`src/sv/mkai_pkg.sv`:
```
// Shared types, field positions and constants for the micro-kernel ALU interpreter.
// No dependencies; every other file refers to it by scoped names.
`default_nettype none

package mkai_pkg;

    localparam int REG_COUNT  = 8;
    localparam int WORD_COUNT = 8;
    localparam int IDX_W      = 3;
    localparam int DATA_W     = 64;
    localparam int HALF_W     = 32;
    localparam int IMM_W      = 11;
    localparam int CNT_W      = 4;
    localparam int SHAMT_W    = 5;
    localparam int OP_W       = 4;
    localparam int ACT_W      = 2;

    // input tdata layout
    localparam int IN_TDATA_W = 96;
    localparam int OP_LSB     = 0;
    localparam int DEST_LSB   = 4;
    localparam int SA_LSB     = 7;
    localparam int SB_LSB     = 10;
    localparam int IMM_LSB    = 13;
    localparam int WIDX_LSB   = 24;
    localparam int WVAL_LSB   = 27;

    // output tdata layout
    localparam int OUT_ITEM_W  = IDX_W + DATA_W;
    localparam int OUT_TDATA_W = 72;

    // APB
    localparam int APB_AW = 3;
    localparam int APB_DW = 32;
    localparam logic CFG_INPUT_COUNT  = 1'b0;
    localparam logic CFG_OUTPUT_COUNT = 1'b1;
    localparam logic [CNT_W-1:0] CNT_RESET = 4'd1;

    // action codes
    localparam logic [ACT_W-1:0] ACT_WORD  = 2'd0;
    localparam logic [ACT_W-1:0] ACT_EXEC  = 2'd1;
    localparam logic [ACT_W-1:0] ACT_CLEAR = 2'd2;

    localparam logic [HALF_W-1:0] HASH_MUL   = 32'h045d_9f3b;
    localparam int                HASH_SHIFT = 16;

    typedef enum logic [OP_W-1:0] {
        OP_NOP    = 4'd0,
        OP_LOAD   = 4'd1,
        OP_STORE  = 4'd2,
        OP_IMM    = 4'd3,
        OP_ADD    = 4'd4,
        OP_SUB    = 4'd5,
        OP_MUL    = 4'd6,
        OP_SHL    = 4'd7,
        OP_SHR    = 4'd8,
        OP_AND    = 4'd9,
        OP_OR     = 4'd10,
        OP_XOR    = 4'd11,
        OP_MIN    = 4'd12,
        OP_MAX    = 4'd13,
        OP_SELECT = 4'd14,
        OP_HASH   = 4'd15
    } t_opcode;

    // register file write port control
    typedef struct packed {
        logic             we;
        logic             clr;
        logic [IDX_W-1:0] addr;
    } t_rf_wr;

    // partial products of the split 64-bit multiply
    typedef struct packed {
        logic [DATA_W-1:0] p0;
        logic [HALF_W-1:0] p1;
        logic [HALF_W-1:0] p2;
    } t_prod;

endpackage

`default_nettype wire

```
`src/sv/mkai_cfg.sv`:
```
// APB configuration registers: input count and output count.
// Depends on mkai_pkg.
`default_nettype none

module mkai_cfg (
    input  wire logic                        i_clk,
    input  wire logic                        i_rst_n,
    input  wire logic                        psel,
    input  wire logic                        penable,
    input  wire logic                        pwrite,
    input  wire logic [mkai_pkg::APB_AW-1:0] paddr,
    input  wire logic [mkai_pkg::APB_DW-1:0] pwdata,
    output logic      [mkai_pkg::APB_DW-1:0] prdata,
    output logic                             pready,
    output logic      [mkai_pkg::CNT_W-1:0]  o_input_count,
    output logic      [mkai_pkg::CNT_W-1:0]  o_output_count
);

    logic [mkai_pkg::CNT_W-1:0] r_icnt;
    logic [mkai_pkg::CNT_W-1:0] r_ocnt;
    logic                       wr_en;

    assign pready = 1'b1;
    assign wr_en  = psel & penable & pwrite;

    always_ff @(posedge i_clk) begin
        if (!i_rst_n) begin
            r_icnt <= mkai_pkg::CNT_RESET;
            r_ocnt <= mkai_pkg::CNT_RESET;
        end else if (wr_en) begin
            if (paddr[2] == mkai_pkg::CFG_INPUT_COUNT) begin
                r_icnt <= pwdata[mkai_pkg::CNT_W-1:0];
            end else begin
                r_ocnt <= pwdata[mkai_pkg::CNT_W-1:0];
            end
        end
    end

    always_comb begin
        prdata = '0;
        if (paddr[2] == mkai_pkg::CFG_INPUT_COUNT) begin
            prdata[mkai_pkg::CNT_W-1:0] = r_icnt;
        end else begin
            prdata[mkai_pkg::CNT_W-1:0] = r_ocnt;
        end
    end

    assign o_input_count  = r_icnt;
    assign o_output_count = r_ocnt;

endmodule

`default_nettype wire

```
`config.mk`:
```
export PLATFORM = sky130hd
export DESIGN_NAME = mkai_cfg
export DESIGN_NICKNAME = d
export VERILOG_FILES = /design/src/sv/mkai_pkg.sv /design/src/sv/mkai_cfg.sv
export SDC_FILE = /design/constraint.sdc
export NUM_CORES = 1
export LEC_CHECK = 0
export BUFFER_PORTS_ARGS = -buffer_cell sky130_fd_sc_hd__buf_4
export CAP_MARGIN = 5
export CORE_MARGIN = 2
export CORE_UTILIZATION = 30
export DETAILED_ROUTE_END_ITERATION = 10
export PLACE_DENSITY = 0.79
export SYNTH_ARGS = -nofsm -noshare
export SYNTH_HDL_FRONTEND = slang
export SYNTH_SLANG_ARGS = --single-unit
```
`constraint.sdc`:
```
create_clock -name i_clk -period 1 [get_ports i_clk]
set_input_delay 0.15 -clock i_clk [delete_from_list [all_inputs] [get_ports i_clk]]
set_output_delay 0.15 -clock i_clk [all_outputs]
set_load 0.03 [all_outputs]
```
==> summary.md <==
| Metric | Value |
|---|---|
| Final hold vios | 0 |
| Area of the multi-input gates | between 300 and 400 um^2 |
| Largest area contributor in the netlist | buf_4 |
| Maximum VDD drop | 0.000414 V |
| Crit path time final | between 1 and 1.5 ns |
| Worst path top cell family by delay | flip-flops |
| Hold path endpoint | o_output_count[0] |
| DRC | 0 |
| Critical path peak fanout | 2 |
| Routed wire per std cell | 8.76 um |
| Startpoint type of the worst setup path | flop |
| Cell area after synthesis | 588 um^2 |
| Syn Area/Cell | 8.78 um^2 |
| Initial antenna violation count | 0 |
| Crit path kind | flop to output pin |
| Design Power | 844 uW |
| Top-area cell type share of the netlist area | 37.0% |
| Max Fclk | 894 MHz |
| Seq/Total Area, Yosys | between 20% and 30% |
| Worst hold start | pwdata[0] |
| Slew Viols, Final | 0 |
| Starting DRT DRC Count | 8 |
| Required time of the critical path | 0.85 ns |
| Share of post-route cells with drive strength above 1 | 46.3% |
| Worst hold stages | 3 |
| R2R Path End | o_output_count[0] |
| Area of the core | 1900 um^2 |
| Vias per std cell | between 3 and 4 |
| Setup Skew | 0 ns |
| Total GRT Usage | approximately a tenth |
| Register area | 170 um^2 |
| First-pass GRT wire length | 1.50 mm |
| Layout net count | 137 |
| Gpl congestion | between 0.6 and 0.7 |
| Status | complete, but fails checks |
| H-tree Lvls | 1 |
| 1st-pass router iterations | 2 |
| # fillers | around 200 |
| Violated checks | negative setup slack |
| Pin count of the biggest net entering global routing | 13 |
| Critical R2R Launch | o_output_count[0] |
| Die ar. | ~2300 um^2 |
| Synthesis warning total | 0 |
| Worst r2r path cells | 3 |
| Arrival time of the worst setup path | 0.97 ns |
| Layout area overhead | 37.2% |
| Global route overflow | 0 |
| Die height | 48.3 um |
| Synth Instances | 67 |
| CP max stage cell | dfxtp_2 |
| Max clock buf depth | 2 |
| Place WS | 0.00916 ns |
| Library cells used by synthesis | 11 |
| Total number of vias | 444 |
| Initial Util | 30.9% |
| Max-Cap Viols | 0 |
| Largest incremental delay on the critical path | 0.32 ns |
| Total CTS buffers | 3 |
| Rows | 16 |
| Worst-path clk slew | 0.05 ns |
| Skew-Pair Late Insertion Delay | 0.24 ns |
| Fin cells | approximately 120 |
| Cells after DPL | 111 |
| Core Util, Final | 42.4% |
| Buffers on Ports | 21 |
| CP endpoint kind | output pin |
| Die width | 48.3 um |
| CTS tree | built |
| Setup TNS | -0.464 ns |
| # IOs | 81 |
| Antenna viol nets, final | 0 |
| Reg2Reg Setup Slack | 0.26 ns |
| CP Cell Sequence | mux2_4, buf_6 |
| Number of buffers and inverters on the critical path | 1 |
| Synth area leaders | buf_4 37%, dfxtp_1 27%, mux2i_1 14% |
| Vias in the first global route | 361 |
| Placed wire-length estimate | 815 um |
| Overall routed net length | between 1 and 1.5 mm |
| Worst setup margin | -0.119 ns |
| Worst Hold Class | input port to flop |
| Power density cells | about 1000 nW/um^2 |
| Sink Count | 8 |
| # setup viols final | 4 |
| Tcrit/Tclk final | 112% |
| RSZ-0062 raised after global routing | true |
| #FFs+latches synth | 8 |
| Static Leak | 0.000432 uW |
| Clk root buf | clkbuf_4 |
| # diodes | 0 |
## layout by cell type (no fill, tap or decap)
cell	count
mux2_4	4
nand4_1	1
clkbuf_4	3
nor2b_1	3
buf_6	12
dfxtp_2	8
and4b_1	1
conb_1	29
buf_4	17
nand2_1	9
mux2i_1	8
## cell type report
cell class	instances	share of cell area, %
repair buffers	29	32.6
multi-input cells	55	39.4
well taps	27	4.19
clock buffers	3	2.79
flip-flops and latches	8	21.1
## state kept, by name (all words and copies together), names as in the netlist
signal and cells:
o_input_count 4, o_output_count 4
## worst max-delay path by stage
| stage | start | to | cells after the start |
|---|---|---|---|
| 3_3_place_gp | paddr[2] | o_input_count[1] | 3 |
| 5_1_grt | o_input_count[3] | prdata[3] | 2 |
| 3_5_place_dp | paddr[2] | o_input_count[3] | 3 |
| 4_1_cts | o_input_count[0] | prdata[0] | 2 |
| 6_report | o_input_count[3] | prdata[3] | 2 |
| 2_1_floorplan | o_output_count[0] | prdata[0] | 1 |
## report_power, final
| group | internal (uW) | switching [uW] |
|---|---|---|
| Clock | 137 | 104 |
| Combinational | 69.3 | 203 |
| Sequential | 327 | 3.97 |
| Total | 534 | 311 |
## Yosys cell counts
library cell,count
clkbuf_2,1
clkbuf_1,1
conb_1,2
nand4_1,1
dfxtp_1,8
mux2_2,4
mux2i_1,8
nor2b_1,3
buf_4,29
and4b_1,1
nand2_1,9
## worst reg2reg max path, cell delays in order, from the launching register on
cell     delay (ns)
dfxtp_2        0.32
buf_4          0.13
nor2b_1        0.10
mux2i_1        0.07
## repair_timing
action	in CTS	in global routing
buffers inserted	8	0
hold buffers	0	0
endpoints found under the setup margin	4	8
resized for setup	21	3
## routing by layer
metal,wire length [um],vias up,GRT usage (%)
li1,-,212,-
met1,442,201,11.6
met2,488,31,15.0
met3,138,0,4.44
met4,0,0,4.86
met5,0,-,0
## per-stage QoR
step	instance area [um^2]	hold WS, ns
floorplan	689	0.312
global placement	654	0.413
detailed placement	654	0.426
CTS	796	0.170
global route	807	0.187
finish	807	0.172
## cells by family (layout without fill, tap and decap cells)
kind of cell / after synthesis / after routing / synth area share (%)
mux: 12 / 12 / 21.3
flops: 8 / 8 / 27.2
simple gates: 14 / 14 / 11.7
other cells: 2 / 29 / 1.28
buf+inv: 31 / 32 / 38.5
Power figures use the tool's default switching activity.
