$ cat config.mk
export PLATFORM = sky130hd
export DESIGN_NAME = mkai_store
export DESIGN_NICKNAME = d
export VERILOG_FILES = /design/src/sv/mkai_pkg.sv /design/src/sv/mkai_store.sv
export SDC_FILE = /design/constraint.sdc
export NUM_CORES = 1
export LEC_CHECK = 0
export BUFFER_PORTS_ARGS = -buffer_cell sky130_fd_sc_hd__buf_2
export CAP_MARGIN = 30
export CORE_UTILIZATION = 57
export CTS_BUF_LIST = sky130_fd_sc_hd__clkbuf_16
export DETAILED_ROUTE_END_ITERATION = 10
export GPL_TIMING_DRIVEN = 0
export PLACE_DENSITY = 0.79
export SLEW_MARGIN = 30
export SYNTH_ARGS = -nofsm -noshare
export SYNTH_HDL_FRONTEND = slang
export SYNTH_SLANG_ARGS = --single-unit
export TNS_END_PERCENT = 10
$ cat constraint.sdc
create_clock -name i_clk -period 8.55 [get_ports i_clk]
set_clock_uncertainty 0.1 [all_clocks]
set_input_delay 0.4275 -clock i_clk [delete_from_list [all_inputs] [get_ports i_clk]]
set_output_delay 0.4275 -clock i_clk [all_outputs]
set_load 0.005 [all_outputs]
$ cat src/sv/mkai_pkg.sv
// Shared types, field positions and constants for the micro-kernel ALU interpreter.
// No dependencies; every other file refers to it by scoped names.
`default_nettype none

package mkai_pkg;

    localparam int REG_COUNT  = 8;
    localparam int WORD_COUNT = 8;
    localparam int IDX_W      = 3;
    localparam int DATA_W     = 64;
    localparam int HALF_W     = 32;
    localparam int IMM_W      = 11;
    localparam int CNT_W      = 4;
    localparam int SHAMT_W    = 5;
    localparam int OP_W       = 4;
    localparam int ACT_W      = 2;

    // input tdata layout
    localparam int IN_TDATA_W = 96;
    localparam int OP_LSB     = 0;
    localparam int DEST_LSB   = 4;
    localparam int SA_LSB     = 7;
    localparam int SB_LSB     = 10;
    localparam int IMM_LSB    = 13;
    localparam int WIDX_LSB   = 24;
    localparam int WVAL_LSB   = 27;

    // output tdata layout
    localparam int OUT_ITEM_W  = IDX_W + DATA_W;
    localparam int OUT_TDATA_W = 72;

    // APB
    localparam int APB_AW = 3;
    localparam int APB_DW = 32;
    localparam logic CFG_INPUT_COUNT  = 1'b0;
    localparam logic CFG_OUTPUT_COUNT = 1'b1;
    localparam logic [CNT_W-1:0] CNT_RESET = 4'd1;

    // action codes
    localparam logic [ACT_W-1:0] ACT_WORD  = 2'd0;
    localparam logic [ACT_W-1:0] ACT_EXEC  = 2'd1;
    localparam logic [ACT_W-1:0] ACT_CLEAR = 2'd2;

    localparam logic [HALF_W-1:0] HASH_MUL   = 32'h045d_9f3b;
    localparam int                HASH_SHIFT = 16;

    typedef enum logic [OP_W-1:0] {
        OP_NOP    = 4'd0,
        OP_LOAD   = 4'd1,
        OP_STORE  = 4'd2,
        OP_IMM    = 4'd3,
        OP_ADD    = 4'd4,
        OP_SUB    = 4'd5,
        OP_MUL    = 4'd6,
        OP_SHL    = 4'd7,
        OP_SHR    = 4'd8,
        OP_AND    = 4'd9,
        OP_OR     = 4'd10,
        OP_XOR    = 4'd11,
        OP_MIN    = 4'd12,
        OP_MAX    = 4'd13,
        OP_SELECT = 4'd14,
        OP_HASH   = 4'd15
    } t_opcode;

    // register file write port control
    typedef struct packed {
        logic             we;
        logic             clr;
        logic [IDX_W-1:0] addr;
    } t_rf_wr;

    // partial products of the split 64-bit multiply
    typedef struct packed {
        logic [DATA_W-1:0] p0;
        logic [HALF_W-1:0] p1;
        logic [HALF_W-1:0] p2;
    } t_prod;

endpackage

`default_nettype wire

$ cat src/sv/mkai_store.sv
// Register file and input word memories, both with registered synchronous reads.
// Register file has per-entry valid bits so reset and clear read as zero. Depends on mkai_pkg.
`default_nettype none

module mkai_store (
    input  wire logic                        i_clk,
    input  wire logic                        i_rst_n,
    input  wire logic [mkai_pkg::IDX_W-1:0]  i_raddr_a,
    input  wire logic [mkai_pkg::IDX_W-1:0]  i_raddr_b,
    output logic      [mkai_pkg::DATA_W-1:0] o_rdata_a,
    output logic      [mkai_pkg::DATA_W-1:0] o_rdata_b,
    input  wire mkai_pkg::t_rf_wr            i_wr,
    input  wire logic [mkai_pkg::DATA_W-1:0] i_wdata,
    input  wire logic                        i_word_we,
    input  wire logic [mkai_pkg::IDX_W-1:0]  i_word_waddr,
    input  wire logic [mkai_pkg::DATA_W-1:0] i_word_wdata,
    input  wire logic                        i_word_re,
    input  wire logic [mkai_pkg::IDX_W-1:0]  i_word_raddr,
    output logic      [mkai_pkg::DATA_W-1:0] o_word_rdata
);

    logic [mkai_pkg::DATA_W-1:0]    r_rf    [mkai_pkg::REG_COUNT];
    logic [mkai_pkg::DATA_W-1:0]    r_words [mkai_pkg::WORD_COUNT];
    logic [mkai_pkg::REG_COUNT-1:0] r_vld;
    logic [mkai_pkg::REG_COUNT-1:0] n_vld;
    logic [mkai_pkg::DATA_W-1:0]    r_rd_a;
    logic [mkai_pkg::DATA_W-1:0]    r_rd_b;
    logic                           r_rdv_a;
    logic                           r_rdv_b;
    logic [mkai_pkg::DATA_W-1:0]    r_word_rd;

    always_comb begin
        n_vld = r_vld;
        if (i_wr.clr) begin
            n_vld = '0;
        end else if (i_wr.we) begin
            n_vld[i_wr.addr] = 1'b1;
        end
    end

    always_ff @(posedge i_clk) begin
        if (!i_rst_n) begin
            r_vld <= '0;
        end else begin
            r_vld <= n_vld;
        end
    end

    always_ff @(posedge i_clk) begin
        if (i_wr.we) begin
            r_rf[i_wr.addr] <= i_wdata;
        end
        r_rd_a  <= r_rf[i_raddr_a];
        r_rd_b  <= r_rf[i_raddr_b];
        r_rdv_a <= r_vld[i_raddr_a];
        r_rdv_b <= r_vld[i_raddr_b];
    end

    always_ff @(posedge i_clk) begin
        if (i_word_we) begin
            r_words[i_word_waddr] <= i_word_wdata;
        end
        if (i_word_re) begin
            r_word_rd <= r_words[i_word_raddr];
        end
    end

    assign o_rdata_a    = r_rdv_a ? r_rd_a : '0;
    assign o_rdata_b    = r_rdv_b ? r_rd_b : '0;
    assign o_word_rdata = r_word_rd;

    a_clear_empties: assert property (@(posedge i_clk) disable iff (!i_rst_n)
        i_wr.clr |=> (r_vld == '0))
        else $error("register valid bits not cleared");

    a_write_marks: assert property (@(posedge i_clk) disable iff (!i_rst_n)
        (i_wr.we && !i_wr.clr) |=> r_vld[$past(i_wr.addr)])
        else $error("written register not marked valid");

endmodule

`default_nettype wire

==> metrics.txt <==
status completed; Min-Delay Path Depth 3; detailed-placement wirelength estimate slightly above 70 mm; Bufs on Longest Clock Path 3; Final Cell Area 57600 sq um; Required @ worst endpoint around 8 ns; ys flop type edfxtp_1; syn_nets ~2.3k; YS warnings 0; Starting Density 57.5%; Distinct cells, synth 21; flop-to-flop setup slack ~7.0 ns; Min Clock Period, post-route 3.25 ns; die area ~85000 sq um; Leakage 19.8 nW; root buffer cell clkbuf_16; Tcrit/Tclk final between 30% and 40%; Worst Setup End Kind output pin; Post-CTS Setup Repair Bufs 0; Max Transition Viols Final 0; cells on worst reg2reg path 2; TritonCTS buffer count ~120; GRT Util Overall between 20% and 30%; # IOs between 300 and 400; clock latency on the worst-skew pair 0.69 ns; synthesized cell area a little under 50000 sq um; Core Area 83600 sq um; MaxCap Viol Count 0; Layout area overhead 19.9%; worst reg2reg path endpoint o_word_rdata[19]$_DFFE_PP_; Clock Sinks 1226; main area contributors after synthesis edfxtp_1 (68%), mux4_2 (18%), dfxtp_1 (5.7%); Worst Setup Start Kind register; dominant cell type by area after synthesis edfxtp_1; DRC viols 0; Yosys top cell area share 68.0%; peak supply drop roughly 0.21 mV; gr ovfl total 0; count leader, synth edfxtp_1; peak fanout along the critical path 10; post-synthesis sequential area ratio between 70% and 80%; final setup fails 0; commonest cells in the netlist edfxtp_1 (1088), mux4_2 (388), mux2_2 (194); post-synthesis async set-or-reset flop share 0%; Hold/Removal Path Class primary input to register; cell row count between 100 and 150; vias after detailed routing ~25k; vias in the first global route approximately 27k; Pre-antenna DRT Iters 7; DR iter-0 viols around 2k; Pwr Density between 200 and 250 nW/um^2; Peak Freq between 0.3 and 0.4 GHz; fin worst setup slack ~5.3 ns; Mapped Cells 2101; unrepaired setup endpoints after global routing false; Final Hold Vio Count 0; Final #Nets roughly 2.9k; Post-synth EDFFs 1088; FF-to-FF Start r_words[5][19]$_DFFE_PP_; H-tree Lvls 3; WL per Instance a little under 30 um; CTS resizes 0; Die H approximately 300 um; critical path class register to output pin; die width a little under 300 um; hold slack around 0.067 ns; layout cells sized above 1 a little over two fifths; largest net degree at the start of global routing 53; CTS tree built; vias per cell 6.24; clk slew on worst S/H paths 0.06 ns; Worst Tran Pin Value between 0.9 and 1 ns; Place WS 5.69 ns; mean area per synthesized cell about 23 sq um; Hold Startpoint i_rst_n; Layout Cells excl Fill slightly below 4k; final wirelength about 120 mm; antenna violations before repair 10; Post-DRT Antenna Nets 0; dpl cells 3588; first-pass GRT wire length 171 mm; RD Place Congestion just under 0.8; relative slew slack 33.7%; hold_buf cts approximately 130; #FFs+latches synth between 1k and 1.5k; Overall Power 12.9 mW; port buffer count 330; Placed Area roughly 52000 sq um; crit path DAT between 2 and 3 ns; Hold Path End r_vld[7]$_SDFFE_PP0P_
## how the worst max path moves through the flow
stage	start	endpoint	slack (ns)	cells after the start
6_report	r_rdv_b$_DFF_P_	o_rdata_b[54]	5.30	4
5_1_grt	r_rdv_b$_DFF_P_	o_rdata_b[54]	5.23	4
4_1_cts	r_rdv_b$_DFF_P_	o_rdata_b[20]	5.32	4
3_5_place_dp	i_wr[4]	r_rf[1][32]$_DFFE_PP_	5.69	7
3_3_place_gp	i_wr[0]	r_rf[1][32]$_DFFE_PP_	-6.89	2
2_1_floorplan	i_wr[4]	r_rf[1][0]$_DFFE_PP_	0.98	2
## cell families (layout without fill, tap and decap cells)
family	after synthesis	count (layout)	synth area share (%)
flops	1226	1226	73.7
compound gates	8	8	0.112
simple gates	153	153	1.97
mux	582	582	22.7
buf+inv	132	894	1.46
other cells	0	8	0
## power breakdown
part | leakage (nW) | total [mW] | internal (mW) | switching, mW
Combinational | 6.72 | 0.878 | 0.449 | 0.429
Sequential | 11.1 | 6.88 | 6.79 | 0.0933
Clock | 1.98 | 5.16 | 2.91 | 2.25
## registers in the layout, summed over array words and instances (netlist names)
| name | count |
|---|---|
| r_rdv_b | 1 |
| o_word_rdata | 64 |
| r_rd_a | 64 |
| r_vld | 8 |
| r_rf | 512 |
| r_words | 512 |
| r_rdv_a | 1 |
| r_rd_b | 64 |
## routing by layer
metal	GRT usage [%]	wire (um)	vias to the layer above	share of wire (%)
li1	-	-	10200	-
met1	32.8	40900	13000	35
met2	49.7	62700	1238	54
met3	5.45	8850	259	7.6
met4	10.1	3520	8	3.0
met5	0	118	-	0.10
## cells in the final DEF (no fill, tap or decap), types with 8 or more instances in the layout
| master | count |
|---|---|
| and2_1 | 128 |
| buf_1 | 26 |
| buf_16 | 29 |
| buf_2 | 349 |
| buf_4 | 36 |
| buf_6 | 32 |
| bufinv_16 | 12 |
| clkbuf_1 | 52 |
| clkbuf_16 | 120 |
| clkinv_1 | 28 |
| clkinv_2 | 22 |
| dfxtp_1 | 138 |
| diode_2 | 8 |
| dlygate4sd3_1 | 131 |
| edfxtp_1 | 1088 |
| inv_1 | 31 |
| mux2_2 | 194 |
| mux4_2 | 388 |
## critical path: stages (launching register included)
cell	delay, ns
dfxtp_1	0.32
clkbuf_1	0.66
clkbuf_1	0.62
and2_1	0.29
buf_2	0.14
## cell type report
class	instances	area [sq um]
Timing Repair Buffer	538	4210
Fill cell	4938	25900
Buffer	122	663
Antenna cell	8	20.0
Clock buffer	120	3000
Sequential cell	1226	35400
Clock inverter	104	848
Tap cell	1080	1350
Multi-Input combinational cell	743	12000
Inverter	10	62.6
## stage by stage
step	TNS, ns	utilization, %
after global placement	-1055.52	61.1
after CTS	0	68.9
after floorplan	0	-
final	0	69.0
after global routing	0	68.9
after detailed placement	0	62.7
(Power assumes the default switching activity.)
