--- config.mk ---
export PLATFORM = sky130hd
export DESIGN_NAME = mkai_out_fifo
export DESIGN_NICKNAME = d
export VERILOG_FILES = /design/src/sv/mkai_pkg.sv /design/src/sv/mkai_out_fifo.sv
export SDC_FILE = /design/constraint.sdc
export NUM_CORES = 1
export LEC_CHECK = 0
export BUFFER_PORTS_ARGS = -buffer_cell sky130_fd_sc_hd__buf_2
export CAP_MARGIN = 20
export CELL_PAD_IN_SITES_DETAIL_PLACEMENT = 1
export CELL_PAD_IN_SITES_GLOBAL_PLACEMENT = 1
export CORE_MARGIN = 2
export CORE_UTILIZATION = 44
export DETAILED_ROUTE_END_ITERATION = 6
export PLACE_DENSITY_LB_ADDON = 0.12
export SETUP_SLACK_MARGIN = 0.02
export SYNTH_ARGS = -nofsm -noshare
export SYNTH_HDL_FRONTEND = slang
export SYNTH_SLANG_ARGS = --single-unit
export TNS_END_PERCENT = 100
--- constraint.sdc ---
create_clock -name i_clk -period 5.5 [get_ports i_clk]
set_clock_uncertainty 0.2 [all_clocks]
set_input_delay 0.55 -clock i_clk [delete_from_list [all_inputs] [get_ports i_clk]]
set_output_delay 0.55 -clock i_clk [all_outputs]
set_load 0.01 [all_outputs]
--- src/sv/mkai_pkg.sv ---
// Shared types, field positions and constants for the micro-kernel ALU interpreter.
// No dependencies; every other file refers to it by scoped names.
`default_nettype none

package mkai_pkg;

    localparam int REG_COUNT  = 8;
    localparam int WORD_COUNT = 8;
    localparam int IDX_W      = 3;
    localparam int DATA_W     = 64;
    localparam int HALF_W     = 32;
    localparam int IMM_W      = 11;
    localparam int CNT_W      = 4;
    localparam int SHAMT_W    = 5;
    localparam int OP_W       = 4;
    localparam int ACT_W      = 2;

    // input tdata layout
    localparam int IN_TDATA_W = 96;
    localparam int OP_LSB     = 0;
    localparam int DEST_LSB   = 4;
    localparam int SA_LSB     = 7;
    localparam int SB_LSB     = 10;
    localparam int IMM_LSB    = 13;
    localparam int WIDX_LSB   = 24;
    localparam int WVAL_LSB   = 27;

    // output tdata layout
    localparam int OUT_ITEM_W  = IDX_W + DATA_W;
    localparam int OUT_TDATA_W = 72;

    // APB
    localparam int APB_AW = 3;
    localparam int APB_DW = 32;
    localparam logic CFG_INPUT_COUNT  = 1'b0;
    localparam logic CFG_OUTPUT_COUNT = 1'b1;
    localparam logic [CNT_W-1:0] CNT_RESET = 4'd1;

    // action codes
    localparam logic [ACT_W-1:0] ACT_WORD  = 2'd0;
    localparam logic [ACT_W-1:0] ACT_EXEC  = 2'd1;
    localparam logic [ACT_W-1:0] ACT_CLEAR = 2'd2;

    localparam logic [HALF_W-1:0] HASH_MUL   = 32'h045d_9f3b;
    localparam int                HASH_SHIFT = 16;

    typedef enum logic [OP_W-1:0] {
        OP_NOP    = 4'd0,
        OP_LOAD   = 4'd1,
        OP_STORE  = 4'd2,
        OP_IMM    = 4'd3,
        OP_ADD    = 4'd4,
        OP_SUB    = 4'd5,
        OP_MUL    = 4'd6,
        OP_SHL    = 4'd7,
        OP_SHR    = 4'd8,
        OP_AND    = 4'd9,
        OP_OR     = 4'd10,
        OP_XOR    = 4'd11,
        OP_MIN    = 4'd12,
        OP_MAX    = 4'd13,
        OP_SELECT = 4'd14,
        OP_HASH   = 4'd15
    } t_opcode;

    // register file write port control
    typedef struct packed {
        logic             we;
        logic             clr;
        logic [IDX_W-1:0] addr;
    } t_rf_wr;

    // partial products of the split 64-bit multiply
    typedef struct packed {
        logic [DATA_W-1:0] p0;
        logic [HALF_W-1:0] p1;
        logic [HALF_W-1:0] p2;
    } t_prod;

endpackage

`default_nettype wire

--- src/sv/mkai_out_fifo.sv ---
// Two-entry output queue that decouples the master stream from the execute stage.
// Depends on mkai_pkg.
`default_nettype none

module mkai_out_fifo (
    input  wire logic                            i_clk,
    input  wire logic                            i_rst_n,
    input  wire logic                            i_push,
    input  wire logic [mkai_pkg::OUT_ITEM_W-1:0] i_data,
    output logic                                 o_full,
    output logic                                 o_valid,
    output logic      [mkai_pkg::OUT_ITEM_W-1:0] o_data,
    input  wire logic                            i_pop
);

    logic [mkai_pkg::OUT_ITEM_W-1:0] r_mem [2];
    logic [1:0]                      r_cnt;
    logic                            r_wp;
    logic                            r_rp;
    logic                            pop;

    assign o_valid = (r_cnt != 2'd0);
    assign o_full  = (r_cnt == 2'd2);
    assign o_data  = r_mem[r_rp];
    assign pop     = i_pop & o_valid;

    always_ff @(posedge i_clk) begin
        if (!i_rst_n) begin
            r_cnt <= 2'd0;
            r_wp  <= 1'b0;
            r_rp  <= 1'b0;
        end else begin
            r_cnt <= r_cnt + {1'b0, i_push} - {1'b0, pop};
            if (i_push) begin
                r_wp <= ~r_wp;
            end
            if (pop) begin
                r_rp <= ~r_rp;
            end
        end
    end

    always_ff @(posedge i_clk) begin
        if (i_push) begin
            r_mem[r_wp] <= i_data;
        end
    end

    a_no_overflow: assert property (@(posedge i_clk) disable iff (!i_rst_n)
        (o_full && i_push) |-> pop)
        else $error("output queue overflow");

endmodule

`default_nettype wire

==> run metrics, run 1 <==
status=finished clean; CTS Buf Count=17; die height=113 µm; Clock Root Buffer=clkbuf_16; io pins=140; setup tns final=0 ps; clk_lat worst skew=400 ps; Cell Area, Synth=5190 µm²; Max stage delay on crit path=670 ps; Data arrival, critical path=1930 ps; hold_buf cts=0; htree depth=4; Yosys reg bits=139; GPL Wtd Cong=0.676; global-route wire length before repair=14.5 mm; actual slew at the worst max-slew pin=955 ps; largest family of logic cells by synthesized area=multiplexers; global route total overflow=0; dpl hpwl=5.87 mm; M2 GR Usage=25.9%; Die W=113 µm; Starting Density=45.3%; gr busiest metal=met2; simple-gate area share of the yosys netlist=1.04%; Mapped Nets=304; proportion of synthesized area in mux cells=17.1%; slowest stage cell, crit path=dfxtp_4; clock slew at reported path FFs=60 ps; peak supply drop=0.248 mV; setup repair bufs after CTS=0; register area share after synthesis=79.4%; CP Capture Type=output port; Period minus WS final=2680 ps; vias in the first global route=2837; fin crit share=48.7%; post-route insts no fill=541; Cell Chain, Critical Path=buf_16 -> mux2_2 -> buf_2; Hold Fails Final Rpt=0; largest net degree at the start of global routing=68; IO Port Bufs=139; Final nets=457; CP max FO=39; Clock Sinks=139; commonest non-fill, non-tap cell in the layout=buf_2; DRC violation count after routing=0; Post-Synthesis Cells=231; reg2reg path depth=2; Yosys top cell area share=77.5%; initial drt markers=79; via count=2605; met3 Track Usage GR=6.21%; Post-CTS Resized=0; area leader, netlist=edfxtp_1; Required @ worst endpoint=4750 ps; Synth Area in Adders=0.482%; TritonCTS clock tree=built; DR vias/cell=4.82; Synth cell types=17; layout cell share with drive strength beyond 1=61.0%; LEAKAGE=2.60 nW; antenna viol nets, final=0; per-cell routed wire length=17.3 µm; global-route track usage on met1=17.3%; Pre-antenna DRT Iters=6; CP Launch Type=register; clock buffer depth=2; Synth Area per Inst=22.5 µm²; Peak Freq=374 MHz; Area contributors post-synth=edfxtp_1 78%, mux2_4 8.7%, mux2_2 8.0%; Layout area overhead=28.9%; initial antenna violation count=1; post-synthesis compound-gate area fraction=0.289%; Rows=39; RSZ-0062 raised after global routing=no; xor/xnor share of the synthesized area=0.434%; Slew HR=36.3%; core footprint=11500 µm²; YS warnings=0; die area=12700 µm²; Setup Viol. Count Final=0; Hold Crit Class=in2reg; crit path kind=reg2out; Detailed Route WL=9.39 mm; commonest non-fill, non-tap cells in the layout=139 x buf_2, 134 x edfxtp_1, 37 x mux2_2; Slew Viols, Final=0; hold depth=1; placed insts=507; # Max-Cap Violations=0; PD cells=449 nW/µm²; Global Route Usage Sum=15.5%
==> final timing paths <==
kind	endpoint	from	slack, ps
hold / removal	r_mem[0][7]$_DFFE_PP_	i_data[7]	130
hold reg to reg	register	r_rp$_SDFFE_PN0P_	280
setup / recovery	o_data[6]	register	2820
setup reg to reg	r_mem[0][18]$_DFFE_PP_	r_wp$_SDFFE_PN0P_	3250
==> registers in the layout, indices dropped and copies added (netlist names), named ones only <==
signal,flops
r_mem,134
r_wp,1
r_rp,1
r_cnt,2
==> routing by layer <==
layer	vias to the layer above	routed length, µm
li1	1224	-
met1	1283	3670
met3	12	662
met4	0	154
met2	86	4900
met5	-	0
==> Yosys cell counts <==
library cell,n
nor2b_1,4
buf_6,3
o21a_1,2
xnor3_1,1
or2_2,1
mux2i_1,2
nand2b_1,1
inv_1,2
mux2_2,37
edfxtp_1,134
buf_4,1
buf_2,3
ha_1,2
dfxtp_1,5
nand2_1,1
and2_1,2
mux2_4,30
==> cell type report <==
class / instances / area, µm²
inverters: 2 / 7.51
well taps: 143 / 179
flip-flops and latches: 139 / 4130
repair buffers: 141 / 731
fillers: 1029 / 4780
diodes: 1 / 2.50
multi-input cells: 83 / 1010
clock inverters: 14 / 201
clock buffers: 18 / 429
==> cell families after synthesis <==
kind of cell    count (synthesis)
flops                         139
mux                            69
buf+inv                         9
simple gates                    9
compound gates                  2
fa+ha+maj                       2
xor+xnor                        1
==> worst max-delay path, delay by kind of cell, from the launching register on <==
kind	cells	cell delay [ps]
buf+inv	2	440
mux	1	380
flops	1	670
==> report_power, final <==
| part | leakage [nW] | switching, mW | internal, mW |
|---|---|---|---|
| logic | 0.995 | 0.222 | 0.285 |
| registers | 1.30 | 0.0527 | 1.23 |
| clock network | 0.303 | 0.410 | 0.798 |
==> stage by stage <==
step                      area [µm²]  setup slack [ps]  total power [mW]  utilization (%)  hold slack (ps)
after floorplan                 5190              1280              1.64                -              252
after global placement          6030              2820              1.81             52.6              252
after detailed placement        6030              2820              1.82             52.6              274
after CTS                       6660              2610              3.04             58.1              112
after global routing            6690              2690              3.13             58.3              113
final                           6690              2820              3.00             58.4              131
Note: power is estimated with default switching activity, not from simulation.
==> inputs of run 2 (changes only) <==
ABC_AREA = 1   (was unset)
clock period = 2.8 ns   (was 5.5 ns; I/O delays follow)
==> run metrics, run 2 <==
Synth cell types=13; DRC violation count after routing=0; peak supply drop=0.520 mV; commonest non-fill, non-tap cell in the layout=buf_2; Data arrival, critical path=1910 ps; footprint of the multi-input gates=982 µm²; io pins=140; Period minus WS final=2390 ps; fin crit share=85.3%; antenna viol nets, final=0; initial antenna violation count=0; Sequential Area=4130 µm²; Mapped Nets=317; CP Launch Type=register; Slew Viols, Final=0; status=finished clean; Global Route Usage Sum=17.9%; Slew HR=61.8%; via count=2976; setup tns final=0 ps; clock slew at reported path FFs=60 ps; Synth Area per Inst=21.2 µm²; vias in the first global route=3306; most common cell in the netlist=edfxtp_1; DR vias/cell=4.74; die area=12700 µm²; die height=113 µm; core footprint=11500 µm²; Layout area overhead=42.2%; IO Port Bufs=139; fillcell total=1046; crit path kind=reg2out; Starting Density=45.2%; Peak Freq=419 MHz; final core utilization=64.3%; Reg with most FFs=r_mem; LEAKAGE=2.92 nW; largest net degree at the start of global routing=39; asr flop ratio synth=0%; max reg flops=134; Hold Fails Final Rpt=0; global route total overflow=0; Rows=39; Yosys reg bits=139; Hold Crit Class=reg2reg; Setup Viol. Count Final=0; Post-synth EDFFs=134; synth cell count leaders=134 x edfxtp_1, 37 x mux2_2, 30 x mux2_4; Clock Root Buffer=clkbuf_16; PD cells=790 nW/µm²; Yosys top cell area share=77.6%; register area share after synthesis=79.5%; RSZ-0062 raised after global routing=no; actual slew at the worst max-slew pin=573 ps; # Max-Cap Violations=0; CP Capture Type=output port; area leader, netlist=edfxtp_1; Detailed Route WL=10.7 mm; Pre-antenna DRT Iters=4; clock buffer depth=2; per-cell routed wire length=17.1 µm; Post-Synthesis Cells=244; YS warnings=0; initial drt markers=127; global-route wire length before repair=17.0 mm; biggest regs=r_mem: 134 flops, r_cnt: 2 flops; commonest non-fill, non-tap cells in the layout=139 x buf_2, 134 x edfxtp_1, 70 x dlygate4sd3_1; Die W=113 µm; Clock Sinks=139; Final nets=545; Required @ worst endpoint=2320 ps; ys flop type=edfxtp_1; layout cell share with drive strength beyond 1=50.1%; GPL Wtd Cong=0.697; total power=5.82 mW; htree depth=4; Cell Area, Synth=5180 µm²; TritonCTS clock tree=built; Antenna Cells=0; setup repair bufs after CTS=0; dpl hpwl=6.31 mm; CP max FO=34; CTS Buf Count=17; Area contributors post-synth=edfxtp_1 78%, mux2_4 8.7%, mux2_2 8.0%; clk_lat worst skew=410 ps
-- run 2: cell types whose count changed in the layout (fill, tap and decap cells not counted), sizes merged, moves of 2 or more --
| cell | change |
|---|---|
| buf | +5 |
| nand3 | +2 |
| bufinv | -2 |
| inv | +6 |
| and2 | -2 |
| o21a | -2 |
| clkbuf | +6 |
| mux2i | -2 |
| clkinv | -3 |
| nor2b | -4 |
| dlygate4sd3 | +70 |
| nand2 | +7 |
| nor2 | +10 |
-- run 2: power by group --
part / switching [mW] / internal [mW] / total (mW)
Combinational: 0.480 / 0.587 / 1.07
Sequential: 0.105 / 2.43 / 2.53
Clock: 0.782 / 1.44 / 2.23
Total: 1.37 / 4.46 / 5.82
-- run 2: worst max-delay path: stages (launching register included) --
cell     delay, ps
dfxtp_4        690
buf_12         250
mux2_2         350
buf_2          150
-- run 2: per-stage QoR --
step | cells | cell area (µm²) | setup WS (ps) | hold slack (ps)
finish | 628 | 7370 | 412 | 302
global route | 628 | 7370 | 305 | 371
CTS | 628 | 7370 | 354 | 311
detailed placement | 526 | 6080 | 799 | 271
global placement | 526 | 6080 | 808 | 267
floorplan | 244 | 5190 | 97.8 | 173
-- run 2: per-layer routing --
layer  vias to the layer above  track usage (%)  routed length (µm)
met5                         -                0                   0
met4                         0             6.50                 147
met3                        12             6.59                 613
met2                        90             31.2                5750
met1                      1474             20.1                4240
li1                       1400                -                   -
-- run 2: timing repair --
action	CTS	global route
hold buffers	70	0
hold endpoints to repair	139	0
resized for setup	0	0
endpoints found under the setup margin	0	0
-- run 2: area by class of cell --
cell class              count  area share (%)
flip-flops and latches    139            56.0
repair buffers            216            19.8
multi-input cells          90            13.3
clock buffers              24            6.40
well taps                 143            2.43
clock inverters             8            1.63
inverters                   8           0.407
-- run 2: cell families after synthesis --
logic type,Yosys count,synth area share (%)
buffers and inverters,15,1.67
AO/OA/AOI/OAI,1,0.0964
multiplexers,67,16.7
flip-flops,139,79.5
adder cells (fa/ha/maj),2,0.483
AND/OR/NAND/NOR,20,1.50
-- run 2: worst paths after layout --
| check | from | to | slack [ps] | cells after the start |
|---|---|---|---|---|
| max | register | o_data[9] | 410 | 3 |
| min | r_rp$_SDFFE_PN0P_ | r_rp$_SDFFE_PN0P_ | 300 | 2 |
| max reg2reg | r_cnt[1]$_SDFF_PN0_ | r_cnt[1]$_SDFF_PN0_ | 1180 | 10 |
| min reg2reg | r_rp$_SDFFE_PN0P_ | r_rp$_SDFFE_PN0P_ | 300 | 2 |
==> inputs of run 3 (changes only) <==
ABC_AREA = unset   (was 1)
==> run metrics, run 3 (synthesized netlist as in run 1, its figures left out) <==
IO Port Bufs=139; biggest regs=r_mem: 134 flops, r_cnt: 2 flops; peak supply drop=0.410 mV; PD cells=782 nW/µm²; hold depth=3; Detailed Route WL=10.6 mm; Setup WS pre-CTS=825 ps; io pins=140; layout cell share with drive strength beyond 1=51.5%; Reg with most FFs=r_mem; CP Capture Type=output port; Peak Freq=423 MHz; dpl hpwl=6.38 mm; initial antenna violation count=0; CP delay by family, top=flip-flops; Clock Root Buffer=clkbuf_16; clk_lat worst skew=410 ps; core footprint=11500 µm²; Slew Viols, Final=0; Data arrival, critical path=1880 ps; setup repair bufs after CTS=0; Required @ worst endpoint=2320 ps; htree depth=4; Worst Path Buf+Inv=2; actual slew at the worst max-slew pin=508 ps; commonest non-fill, non-tap cells in the layout=139 x buf_2, 134 x edfxtp_1, 68 x dlygate4sd3_1; total power=5.74 mW; Max stage delay on crit path=640 ps; CTS Buf Count=17; TritonCTS clock tree=built; Hold Fails Final Rpt=0; initial drt markers=103; vias in the first global route=3198; fin worst setup slack=438 ps; global-route wire length before repair=16.6 mm; LEAKAGE=2.86 nW; DR vias/cell=4.71; slowest stage cell, crit path=dfxtp_4; Global Route Usage Sum=17.5%; commonest non-fill, non-tap cell in the layout=buf_2; antenna viol nets, final=0; DRC violation count after routing=0; Die W=113 µm; Period minus WS final=2360 ps; reg2reg path depth=2; Cell Chain, Critical Path=buf_4 -> mux2_2 -> buf_2; CP Launch Type=register; per-cell routed wire length=17.3 µm; Antenna Cells=0; fillcell total=1032; Clock Sinks=139; largest net degree at the start of global routing=37; RSZ-0062 raised after global routing=no; clock buffer depth=2; CP max FO=30; Final nets=528; clock slew at reported path FFs=60 ps; global route total overflow=0; GPL Wtd Cong=0.713; hold_buf cts=68; # Max-Cap Violations=0; Slew HR=66.1%; max reg flops=134; final core utilization=64.0%; via count=2875; Post-CTS Resized=0; Layout area overhead=41.3%; Rows=39; die height=113 µm; Hold Crit Class=in2reg; crit path kind=reg2out; setup tns final=0 ps; Setup Viol. Count Final=0; fin crit share=84.4%; Levels on crit path=3; die area=12700 µm²; Starting Density=45.3%; Pre-antenna DRT Iters=4; status=finished clean
run 3: cell count changes in the layout (fill, tap and decap cells not counted), moves of 3 or more:
cell / change
nor2b_1: +3
nor2_1: -9
inv_1: -5
buf_4: -3
nand2_1: -7
run 3: cell type report:
class	count	area, µm²	share of cell area (%)
inverter	2	7.51	0.102
sequential	139	4130	56.3
multi-input combinational	83	1010	13.8
tap	143	179	2.44
clock inverter	8	96.3	1.31
clock buffer	24	472	6.43
timing repair buffer	212	1440	19.6
run 3: final timing paths:
check / startpoint / to / slack, ps
setup / recovery: register / o_data[18] / 440
hold / removal: i_push / r_wp$_SDFFE_PN0P_ / 60
setup reg to reg: r_wp$_SDFFE_PN0P_ / r_mem[1][38]$_DFFE_PP_ / 1050
hold reg to reg: r_rp$_SDFFE_PN0P_ / register / 310
run 3: where the power goes:
group          switching, mW  total (mW)  internal (mW)  leakage [nW]
clock network          0.773        2.12           1.35         0.268
registers             0.0998        2.52           2.42          1.30
logic                  0.469        1.09          0.623          1.29
total                   1.34        5.74           4.40          2.86
run 3: tightest hold or removal path, stage by stage:
cell     delay, ps
buf_2          130
nor2b_1        110
o21a_1         120
run 3: layer usage:
| metal | up-vias | global-route usage [%] | routed length (µm) |
|---|---|---|---|
| met4 | 0 | 6.83 | 159 |
| met2 | 86 | 31.4 | 5820 |
| met5 | - | 0 | 0 |
| met1 | 1410 | 19.3 | 4000 |
| li1 | 1364 | - | - |
| met3 | 15 | 5.62 | 595 |
run 3: metrics by stage:
| stage | instances | area, µm² | hold slack, ps |
|---|---|---|---|
| final | 611 | 7330 | 56.4 |
| after global routing | 611 | 7330 | 62.6 |
| after CTS | 611 | 7330 | 55.0 |
| after detailed placement | 511 | 6090 | 271 |
| after global placement | 511 | 6090 | 251 |
| after floorplan | 231 | 5190 | 179 |
